**src/hw/rtl/vao_pkg.sv**
```systemverilog
package vao_pkg;

	localparam int VOICES   = 18;
	localparam int CHANNELS = 16;

	localparam int VOICE_W = $clog2(VOICES);
	localparam int CNT_W   = $clog2(VOICES + 1);
	localparam int STAMP_W = 32;

	localparam logic [1:0] FN_ALLOC    = 2'd0;
	localparam logic [1:0] FN_RELEASE  = 2'd1;
	localparam logic [1:0] FN_SIL_CHAN = 2'd2;
	localparam logic [1:0] FN_SIL_ALL  = 2'd3;

	localparam logic [1:0] KIND_FREE     = 2'd0;
	localparam logic [1:0] KIND_RELEASED = 2'd1;
	localparam logic [1:0] KIND_ACTIVE   = 2'd2;

	typedef struct packed {
		logic [1:0] func;
		logic [3:0] channel;
		logic [6:0] note;
	} cmd_t;

	typedef struct packed {
		logic [4:0]  voice;
		logic [1:0]  steal_kind;
		logic [17:0] affected_mask;
		logic [4:0]  active_count;
	} res_t;

	typedef struct packed {
		logic [3:0]         channel;
		logic [6:0]         note;
		logic [STAMP_W-1:0] stamp;
	} entry_t;

	localparam int ENTRY_W = $bits(entry_t);

	// Results of one pass over the voice table
	typedef struct packed {
		logic               hit;
		logic [VOICES-1:0]  mask;
		logic [CNT_W-1:0]   cnt;
		logic               free_found;
		logic [VOICE_W-1:0] free_idx;
		logic               rel_found;
		logic [VOICE_W-1:0] rel_idx;
		logic [VOICE_W-1:0] any_idx;
	} scan_t;

endpackage

```
**src/hw/rtl/vao_ram.sv**
```systemverilog
module vao_ram #(
	parameter int DEPTH = 18,
	parameter int WIDTH = 43,
	parameter int ADDR_W = $clog2(DEPTH)
) (
	input  logic              clk,
	input  logic              we,
	input  logic [ADDR_W-1:0] waddr,
	input  logic [WIDTH-1:0]  wdata,
	input  logic [ADDR_W-1:0] raddr,
	output logic [WIDTH-1:0]  rdata
);

	logic [WIDTH-1:0] mem [DEPTH];

	always_ff @(posedge clk) begin
		if (we) begin
			mem[waddr] <= wdata;
		end
		rdata <= mem[raddr];
	end

endmodule

```
**src/hw/rtl/vao_scan.sv**
```systemverilog
module vao_scan (
	input  logic                         clk,
	input  logic                         arst_n,
	input  logic                         clear,
	input  logic                         valid_s1,
	input  logic [vao_pkg::VOICE_W-1:0]  idx_s1,
	input  vao_pkg::entry_t              entry_s1,
	input  logic                         held_b,
	input  logic                         let_go_b,
	input  vao_pkg::cmd_t                cmd,
	input  logic                         chan_ok,
	output vao_pkg::scan_t               scan
);

	logic                         hit;
	logic                         match_chan;
	logic                         active_after;
	logic [vao_pkg::VOICES-1:0]   mask_q;
	logic [vao_pkg::CNT_W-1:0]    cnt_q;
	logic                         free_found_q;
	logic [vao_pkg::VOICE_W-1:0]  free_idx_q;
	logic                         rel_found_q;
	logic [vao_pkg::VOICE_W-1:0]  rel_idx_q;
	logic [vao_pkg::STAMP_W-1:0]  rel_stamp_q;
	logic                         any_found_q;
	logic [vao_pkg::VOICE_W-1:0]  any_idx_q;
	logic [vao_pkg::STAMP_W-1:0]  any_stamp_q;

	assign match_chan = chan_ok && (entry_s1.channel == cmd.channel);

	always_comb begin
		case (cmd.func)
			vao_pkg::FN_RELEASE:  hit = held_b && !let_go_b && match_chan &&
			                            (entry_s1.note == cmd.note);
			vao_pkg::FN_SIL_CHAN: hit = held_b && match_chan;
			vao_pkg::FN_SIL_ALL:  hit = held_b;
			default:              hit = 1'b0;
		endcase
	end

	// count the voice as it stands once this command has touched it
	assign active_after = held_b && !let_go_b && !hit;

	always_ff @(posedge clk or negedge arst_n) begin
		if (!arst_n) begin
			mask_q       <= '0;
			cnt_q        <= '0;
			free_found_q <= 1'b0;
			free_idx_q   <= '0;
			rel_found_q  <= 1'b0;
			rel_idx_q    <= '0;
			rel_stamp_q  <= '0;
			any_found_q  <= 1'b0;
			any_idx_q    <= '0;
			any_stamp_q  <= '0;
		end else if (clear) begin
			mask_q       <= '0;
			cnt_q        <= '0;
			free_found_q <= 1'b0;
			rel_found_q  <= 1'b0;
			any_found_q  <= 1'b0;
		end else if (valid_s1) begin
			if (hit) begin
				mask_q[idx_s1] <= 1'b1;
			end
			cnt_q <= cnt_q + vao_pkg::CNT_W'(active_after);
			if (!held_b && !free_found_q) begin
				free_found_q <= 1'b1;
				free_idx_q   <= idx_s1;
			end
			// strict compare keeps the lowest index on a tie
			if (let_go_b && (!rel_found_q || entry_s1.stamp < rel_stamp_q)) begin
				rel_found_q <= 1'b1;
				rel_idx_q   <= idx_s1;
				rel_stamp_q <= entry_s1.stamp;
			end
			if (!any_found_q || entry_s1.stamp < any_stamp_q) begin
				any_found_q <= 1'b1;
				any_idx_q   <= idx_s1;
				any_stamp_q <= entry_s1.stamp;
			end
		end
	end

	always_comb begin
		scan.hit        = valid_s1 && hit;
		scan.mask       = mask_q;
		scan.cnt        = cnt_q;
		scan.free_found = free_found_q;
		scan.free_idx   = free_idx_q;
		scan.rel_found  = rel_found_q;
		scan.rel_idx    = rel_idx_q;
		scan.any_idx    = any_idx_q;
	end

endmodule

```
**src/hw/rtl/voice_allocator_oldest_steal.sv**
```systemverilog
// Channel   Direction  Handshake               Payload
// command   in         start && !busy          cmd    (func, channel, note)
// result    out        done, one cycle         result (voice, steal_kind,
//                                                      affected_mask, active_count)
//
// Each item runs from accept to the next possible accept as one read of the voice
// table per voice through the single read port, then a drain of the read register,
// then a pick and write-back; no new command is taken while busy.
// busy falls in the cycle that carries done, so a new item may start then.
// arst_n clears the held and released bits, the stamp counter and all control.
// The receiver cannot stall; a result is shown for exactly one cycle.
module voice_allocator_oldest_steal (
	input  logic           clk,
	input  logic           arst_n,
	input  logic           start,
	output logic           busy,
	input  vao_pkg::cmd_t  cmd,
	output logic           done,
	output vao_pkg::res_t  result
);

	localparam logic [1:0] ST_IDLE  = 2'd0;
	localparam logic [1:0] ST_SCAN  = 2'd1;
	localparam logic [1:0] ST_DRAIN = 2'd2;
	localparam logic [1:0] ST_DONE  = 2'd3;

	localparam logic [vao_pkg::VOICE_W-1:0] LAST = vao_pkg::VOICE_W'(vao_pkg::VOICES - 1);

	logic [1:0]                   state_q;
	logic                         accept;
	vao_pkg::cmd_t                cmd_q;
	logic                         chan_ok_q;
	logic [vao_pkg::VOICE_W-1:0]  rd_addr_q;
	logic                         valid_s1;
	logic [vao_pkg::VOICE_W-1:0]  idx_s1;
	vao_pkg::entry_t              entry_s1;
	logic [vao_pkg::ENTRY_W-1:0]  rdata;
	logic [vao_pkg::VOICES-1:0]   held_q;
	logic [vao_pkg::VOICES-1:0]   let_go_q;
	logic [vao_pkg::STAMP_W-1:0]  stamp_q;
	logic [vao_pkg::STAMP_W-1:0]  stamp_next;
	vao_pkg::scan_t               scan;
	logic                         do_alloc;
	logic                         ram_we;
	vao_pkg::entry_t              wentry;
	logic [vao_pkg::VOICE_W-1:0]  pick;
	logic [1:0]                   kind;
	logic [vao_pkg::VOICES-1:0]   mask;
	logic [vao_pkg::CNT_W-1:0]    count;
	logic                         done_q;
	vao_pkg::res_t                result_q;

	assign accept     = start && (state_q == ST_IDLE);
	assign busy       = (state_q != ST_IDLE);
	assign stamp_next = stamp_q + 1'b1;
	assign do_alloc   = (state_q == ST_DONE) && (cmd_q.func == vao_pkg::FN_ALLOC) && chan_ok_q;
	assign ram_we     = do_alloc;
	assign entry_s1   = vao_pkg::entry_t'(rdata);

	always_comb begin
		wentry.channel = cmd_q.channel;
		wentry.note    = cmd_q.note;
		wentry.stamp   = stamp_next;
	end

	vao_ram #(
		.DEPTH (vao_pkg::VOICES),
		.WIDTH (vao_pkg::ENTRY_W)
	) u_ram (
		.clk   (clk),
		.we    (ram_we),
		.waddr (pick),
		.wdata (wentry),
		.raddr (rd_addr_q),
		.rdata (rdata)
	);

	vao_scan u_scan (
		.clk      (clk),
		.arst_n   (arst_n),
		.clear    (accept),
		.valid_s1 (valid_s1),
		.idx_s1   (idx_s1),
		.entry_s1 (entry_s1),
		.held_b   (held_q[idx_s1]),
		.let_go_b (let_go_q[idx_s1]),
		.cmd      (cmd_q),
		.chan_ok  (chan_ok_q),
		.scan     (scan)
	);

	// lowest free voice, else oldest released, else oldest of all
	always_comb begin
		if (scan.free_found) begin
			pick = scan.free_idx;
			kind = vao_pkg::KIND_FREE;
		end else if (scan.rel_found) begin
			pick = scan.rel_idx;
			kind = vao_pkg::KIND_RELEASED;
		end else begin
			pick = scan.any_idx;
			kind = vao_pkg::KIND_ACTIVE;
		end
	end

	always_comb begin
		if (do_alloc) begin
			mask  = vao_pkg::VOICES'(1) << pick;
			count = scan.cnt + vao_pkg::CNT_W'(kind != vao_pkg::KIND_ACTIVE);
		end else begin
			mask  = scan.mask;
			count = scan.cnt;
		end
	end

	always_ff @(posedge clk or negedge arst_n) begin
		if (!arst_n) begin
			state_q   <= ST_IDLE;
			rd_addr_q <= '0;
			valid_s1  <= 1'b0;
			idx_s1    <= '0;
			held_q    <= '0;
			let_go_q  <= '0;
			stamp_q   <= '0;
			done_q    <= 1'b0;
		end else begin
			done_q   <= 1'b0;
			valid_s1 <= (state_q == ST_SCAN);
			idx_s1   <= rd_addr_q;
			case (state_q)
				ST_IDLE: begin
					if (accept) begin
						rd_addr_q <= '0;
						state_q   <= ST_SCAN;
					end
				end
				ST_SCAN: begin
					if (rd_addr_q == LAST) begin
						state_q <= ST_DRAIN;
					end else begin
						rd_addr_q <= rd_addr_q + 1'b1;
					end
				end
				ST_DRAIN: begin
					state_q <= ST_DONE;
				end
				ST_DONE: begin
					done_q  <= 1'b1;
					state_q <= ST_IDLE;
				end
				default: begin
					state_q <= ST_IDLE;
				end
			endcase
			if (scan.hit) begin
				if (cmd_q.func == vao_pkg::FN_RELEASE) begin
					let_go_q[idx_s1] <= 1'b1;
				end else begin
					held_q[idx_s1]   <= 1'b0;
					let_go_q[idx_s1] <= 1'b0;
				end
			end
			if (do_alloc) begin
				held_q[pick]   <= 1'b1;
				let_go_q[pick] <= 1'b0;
				stamp_q        <= stamp_next;
			end
		end
	end

	always_ff @(posedge clk) begin
		if (accept) begin
			cmd_q     <= cmd;
			chan_ok_q <= (32'(cmd.channel) < vao_pkg::CHANNELS);
		end
		if (state_q == ST_DONE) begin
			result_q.voice         <= do_alloc ? 5'(pick) : 5'd0;
			result_q.steal_kind    <= do_alloc ? kind : vao_pkg::KIND_FREE;
			result_q.affected_mask <= 18'(mask);
			result_q.active_count  <= 5'(count);
		end
	end

	assign done   = done_q;
	assign result = result_q;

	a_done_idle: assert property (@(posedge clk) disable iff (!arst_n)
		done |-> !busy)
		else $error("result shown while still busy");

	a_accept_busy: assert property (@(posedge clk) disable iff (!arst_n)
		accept |=> busy && (state_q == ST_SCAN) && (rd_addr_q == '0))
		else $error("accepted item did not start a scan");

	a_alloc_onehot: assert property (@(posedge clk) disable iff (!arst_n)
		do_alloc |-> $onehot(mask))
		else $error("allocation changed other than one voice");

	a_steal_full: assert property (@(posedge clk) disable iff (!arst_n)
		do_alloc && (kind != vao_pkg::KIND_FREE) |-> (&held_q))
		else $error("voice stolen while a free voice existed");

	a_stamp_step: assert property (@(posedge clk) disable iff (!arst_n)
		(state_q != ST_DONE) |=> $stable(stamp_q))
		else $error("stamp counter moved outside write-back");

endmodule
```
**config.mk**
```make
export PLATFORM = sky130hd
export DESIGN_NAME = voice_allocator_oldest_steal
export DESIGN_NICKNAME = d
export VERILOG_FILES = /design/src/hw/rtl/vao_pkg.sv /design/src/hw/rtl/vao_ram.sv /design/src/hw/rtl/vao_scan.sv /design/src/hw/rtl/voice_allocator_oldest_steal.sv
export SDC_FILE = /design/constraint.sdc
export NUM_CORES = 1
export LEC_CHECK = 0
export ABC_AREA = 1
export BUFFER_PORTS_ARGS = -buffer_cell sky130_fd_sc_hd__buf_4
export CAP_MARGIN = 20
export CORE_MARGIN = 2
export CORE_UTILIZATION = 45
export DETAILED_ROUTE_END_ITERATION = 12
export MAX_ROUTING_LAYER = met4
export PLACE_DENSITY = 0.7
export SLEW_MARGIN = 20
export SYNTH_ARGS = -nofsm -noshare
export SYNTH_HDL_FRONTEND = slang
export SYNTH_SLANG_ARGS = --single-unit
```
**constraint.sdc**
```tcl
create_clock -name clk -period 6.2 [get_ports clk]
set_clock_uncertainty 0.15 [all_clocks]
set_input_delay 0.31 -clock clk [delete_from_list [all_inputs] [get_ports clk]]
set_output_delay 0.31 -clock clk [all_outputs]
set_load 0.01 [all_outputs]
```
==> After elaboration in Yosys (flattened, before gate mapping) <==
Memories as Yosys holds them, arrays and structs flattened. A register that Yosys moved wholly into a read port is not among the register bits.
Cells that the tools add are included.
{ "classes": {"reduce_logical": 38, "bitwise": 9, "addsub": 4, "shifts": 1, "n_eq_ne": 13, "muxes": 44, "order_cmp": 6} }
{ "ops": {"columns": ["operator", "n"], "rows": [
  ["2-to-1 mux 18 bit", 10],
  ["< comparator 32 bit", 2],
  ["bitwise AND 18 bit", 3],
  ["OR 18 bit", 3],
  ["inverter 18 bit", 2],
  ["2-to-1 mux 5 bit", 7],
  ["adder 32 x 1 -> 32 bit, second input constant", 1],
  ["<< shifter 1 x 5 -> 18 bit, first input constant", 1],
  ["2-to-1 mux 1 bit", 16],
  ["nonzero test 2 bit", 7],
  ["logical AND 1 bit", 12],
  ["< comparator 5 x 6 -> 1 bit, second input constant", 2],
  ["AND reduction 3 bit", 4],
  ["adder 5 x 1 -> 5 bit", 2],
  ["binary-select mux 1 bit (select 5 bit)", 2],
  ["demux 1 bit (select 5 bit)", 2],
  ["greater-or-equal comparator 5 x 1 -> 1 bit, second input constant", 2],
  ["case mux 5 bit (2 select lines)", 1],
  ["AND reduction 2 bit", 5],
  ["== test 2 bit, second input constant", 4],
  ["2-to-1 mux 2 bit", 4],
  ["case mux 2 bit (4 select lines)", 1],
  ["== test 7 bit", 1],
  ["zero test 1 bit", 6],
  ["10 further kinds", 15]
]} }
{ "totals": {"reg_bits": 230, "mem_count": 1, "ram_bits": 774} }
{ "mem_list": {"columns": ["name", "words", "word_bits", "read_ports", "rd_clocked_by_memory_dff", "wr", "line_no", "rtl"], "rows": [
  ["u_ram.mem", 18, 43, 1, 1, 1, "vao_ram.sv:14", "logic [WIDTH-1:0] mem [DEPTH];"]
]} }

==> Longest topological paths before layout <==
{ "depth": {"word_depth": 12, "ltp_mapped": 23} }

==> Hierarchy <==
From an unflattened synthesis, not the netlist that was laid out.
{ "unflattened": {"hier_cells": 4805, "area_unflattened_um2": 47082.7} }
{ "modules_own_cells": {"columns": ["mod", "seq_area_each_um2", "cells_each", "area_each_um2", "instances"], "rows": [
  ["vao_ram", 24103.1, 3163, 34028.9, 1],
  ["voice_allocator_oldest_steal", 3343.2, 825, 6532.5, 1],
  ["vao_scan", 2627.5, 817, 6521.3, 1]
]} }

==> Least setup slack after synthesis <==
No wires, ideal clock.
{ "synth_path": {"path_type": "register to register", "startpoint": "register state_q[0]", "endpoint": "memory u_ram.mem[13][0] (enable)", "path_stages_with_launch": 8, "setup_time_ns": 0.397, "arrival_time_ns": 2.949, "path_slack_ns": 2.704, "path_buffers": 0, "synth_period_minus_slack_ns": 3.496, "required_ns": 5.653, "cell_sequence": "dfrtp_1 -> ha_1 -> nand3_1 -> clkinv_1 -> nand2_1 -> nor2_1 -> nand2_1 -> inv_1"} }
{ "synth_via": {"elab_chain_len": 4} }
{ "synth_lines": {"columns": ["element", "line_no", "rtl"], "rows": [
  ["start: declaration", "voice_allocator_oldest_steal.sv:29", "logic [1:0] state_q;"],
  ["start signal: assignment", "voice_allocator_oldest_steal.sv:118", "state_q <= ST_IDLE;"],
  ["start signal: assignment", "voice_allocator_oldest_steal.sv:134", "state_q <= ST_SCAN;"],
  ["start signal: assignment", "voice_allocator_oldest_steal.sv:139", "state_q <= ST_DRAIN;"],
  ["== test 2 bit", "voice_allocator_oldest_steal.sv:56", "assign do_alloc = (state_q == ST_DONE) && (cmd_q.func == vao_pkg::FN_ALLOC) && chan_ok_q;"],
  ["logical AND 1 bit", "voice_allocator_oldest_steal.sv:56", null],
  ["2-to-1 mux 1 bit", "vao_ram.sv:17", "if (we) begin"],
  ["2-to-1 mux 1 bit (implied by the code)", "vao_ram.sv:18", "mem[waddr] <= wdata;"],
  ["end: declaration", "vao_ram.sv:14", null]
]} }
No other way between the ends.

==> Worst setup path in the final report <==
{ "layout_path": {"startpoint": "register state_q[1]", "endpoint": "memory u_ram.mem[0][11] (enable)"} }
The elaborated chain is that of the path after synthesis.

==> results.cfg <==
[run_status]
run_status = finished, final reports clean

[critical_path]
worst_setup_path_end_kind = flop
reg2reg_slack_ns = 1.88
crit_chain = ha_1 > buf_4 > nand3_2 > buf_4 > nor3_1 > nand2_1 > inv_2 > buf_4
largest_fanout_on_the_critical_path = 32
worstPathArrival_ns = 4.52
worst-endpoint-required_ns = 6.40
path_class = reg -> reg
max_stage_delay_ns = 0.78
critical_path.slowest_cell = inv_2
path_common_cell = buf_4
startpoint_type = flop

[clock_network]
clk-insertion-delay-late_ns = 0.69
cts.root.buffer_cell = clkbuf_16
clock_tree.buffer_depth = 3
cts-htree-levels = 3
clock_sink_count = 1047
cts.repair_timing.setup_buffer_count = 0
cts_buffers = 99
clock_tree_from_tritoncts = done
path_clk_slew_ns = 0.06

[detailed_routing]
route.final.wire_length_um = 109000
route.detailed.drc = 0
vias = 29000
dr.first_iter.drc_count = 3315
drt.antenna.violating_nets = 0
detail_route.first_pass.iterations = 6
wire_per_inst_um = 21.2
via_per_inst = 5.64

[pwr]
p_seq_share_pct = 41.4
vdd_drop_max_uv = 261
clock_power_share_pct = 29.0
cell_internal_pwr_mw = 13.8
comb_power_share_pct = 29.6
finalPower_mw = 21.5
p_leak_nw = 18.1
pd_cells_nw_per_um2 = 441
proportion_of_total_power_due_to_net_switching_pct = 35.8
power.switching_mw = 7.69

[logic_synthesis]
synth.cells.most_frequent = edfxtp_1, nand2_1, o21ai_0
synth_top_area_share_pct = 56.6
synth_area_sq_um = 43400
post-synth-top-count-cell = edfxtp_1
synth_ff_type = edfxtp_1
syn_area_per_cell_sq_um = 11.5
synth.distinct_cells = 46
yosys-top-cells-area = edfxtp_1, dfrtp_1, nand2_1
synth-seq-cells = 1047
synth_nets = 3858
postSynth.asyncResetShare_pct = 17.9
synth-edff-count = 817
synth-seq-area-share_pct = 69.4
yosys_warning_count = 0
post_synth_inst_count = 3768
post-synth-top-area-cell = edfxtp_1

[sta]
fin_crit_ns = 4.32
hold_viol_final = 0
setup_viol = 0
unrepaired_setup_endpoints_after_global_routing = no
totalNegativeSetupSlack_ns = 0
max-slew-margin-rel_pct = 29.0
max_clock_freq_ghz = 0.231
maxSlewViolCount = 0
final_critical_path_share_of_the_clock_period_pct = 69.7
worst-slew-pin-transition_ns = 1.06

[finish]
final_layout_net_count = 3884
fin_util_pct = 51.1
multi_input_comb_area_sq_um = 11700
layout.filler_cells = 8159
regArea_sq_um = 30100
layout-drive-gt1-share_pct = 9.41
syn_to_final_growth_pct = 12.2

[global_routing]
globalRoute.totalOverflow = 0
globalRouteTotalUtil_pct = 22.5
grt_pass1_vias = 27900
first_pass_grt_wire_length_um = 166000
gr-max-usage-layer = met2
use_met2_pct = 34.6
met1_use_gr_pct = 31.4
grt_antenna_before_repair = 7
grt_max_degree = 141
met3_capacity_usage_during_global_routing_pct = 3.36

[floorplan]
ioPinCount = 48
rows = 113
chipHeight_um = 314
die_x_extent_um = 314
starting_utilization_of_the_core_area_pct = 45.5
fp.dieArea_sq_um = 98900
core_region_area_sq_um = 95300

[placed_design]
dp.final_hpwl_um = 63100
port-buffer-count = 47
place.gp.congestion = 0.949

[min_path]
min-delay-path-class = in -> async

[run]
cap_violations = 0
-- metrics by stage --
stage	area, sq um	worst slack (ns)	instances	hold WS (ns)
2_1_floorplan	43400	2.70	3768	-0.136
3_3_place_gp	45100	2.07	4942	0.248
3_5_place_dp	45200	1.98	4943	0.248
4_1_cts	48700	1.96	5144	0.0820
5_1_grt	48700	1.65	5145	0.119
6_report	48700	1.88	5145	0.0542
-- cells in the final DEF (no fill, tap or decap), drive strengths merged --
cell,instances
and3,5
o31a,2
o2111ai,2
nand4,35
o22ai,216
clkbuf,130
bufinv,12
mux2,1
edfxtp,817
or2,4
mux2i,8
nor3b,2
o211ai,19
a21oi,94
o21ai,466
dfxtp,43
o21a,3
diode,1
xor2,34
nor2,468
a221oi,6
nor4,5
nor3,24
nand2,638
a211oi,1
dfrtp,187
a2bb2oi,18
o31ai,10
clkinv,38
dlygate4sd3,15
inv,222
buf,116
nand3,153
ha,74
xnor2,7
a31oi,1
clkinvlp,3
-- registers in the layout (all words and copies together), names as in the netlist, 13 cells and up --
signal	cells
stamp_q	32
cmd_q	13
result	30
u_scan.mask_q	18
u_scan.rel_stamp_q	32
held_q	18
u_scan.any_stamp_q	32
u_ram.mem	774
u_ram.rdata	43
let_go_q	18
-- layer usage --
layer  vias up  share of wire (%)
li1      13400                  -
met1     14300                 43
met2      1213                 47
met3       181                7.8
met4         0                2.3
met5         -                  0
-- critical path, delay by kind of cell, from the launching register on --
family	cells	cell delay [ns]
buffers and inverters	4	2.00
AND/OR/NAND/NOR	3	1.22
adder cells (fa/ha/maj)	1	0.17
flip-flops	1	0.38
-- cell type report --
cell class	instances	share of cell area, %
timing repair buffer	132	2.23
clock buffer	129	5.49
antenna	1	0.00514
sequential	1047	61.8
tap	1265	3.25
clock inverter	57	1.38
multi-input combinational	2296	24.1
inverter	218	1.71
-- path summary, 6_finish.rpt --
path                                                         from                                end  cells after the start
min in group clk                                           cmd[4]                 cmd_q[4]$_DFFE_PP_                      2
worst max register to register             state_q[1]$_DFFE_PN0P_         u_ram.mem[0][11]$_DFFE_PP_                      8
worst min register to register  u_scan.any_stamp_q[3]$_DFFE_PN0P_  u_scan.any_stamp_q[3]$_DFFE_PN0P_                      2
worst max-delay path                       state_q[1]$_DFFE_PN0P_         u_ram.mem[0][11]$_DFFE_PP_                      8
worst min-delay path                                       arst_n  u_scan.rel_stamp_q[2]$_DFFE_PN0P_                      2
max in group asynchronous                                  arst_n           rd_addr_q[1]$_DFFE_PN0P_                      3
-- what timing repair did --
action                                 CTS  global route
setup endpoints to repair                0             0
gates resized for setup                  0             0
endpoints found under the hold margin   97             0
hold buffers                            15             0
-- cell families after synthesis --
family / Yosys count / share of synthesized area (%)
and+or+nand+nor: 1334 / 12.7
DFF: 1047 / 69.4
AOI/OAI and AO/OA: 838 / 10.9
buffers and inverters: 425 / 3.91
adders and majority gates: 74 / 2.14
xor gates and xnor gates: 41 / 0.828
muxes: 9 / 0.211
-- power by group through the flow --
| stage | Sequential [mW] | Combinational, mW | Clock [mW] |
|---|---|---|---|
| final | 8.89 | 6.36 | 6.22 |
| after global routing | 8.97 | 7.07 | 6.58 |
| after CTS | 8.88 | 6.33 | 6.30 |
| after detailed placement | 9.02 | 6.28 | 0 |
| after global placement | 9.01 | 6.15 | 0 |
| after floorplan | 8.74 | 4.34 | 0 |
Power figures use the tool's default switching activity.
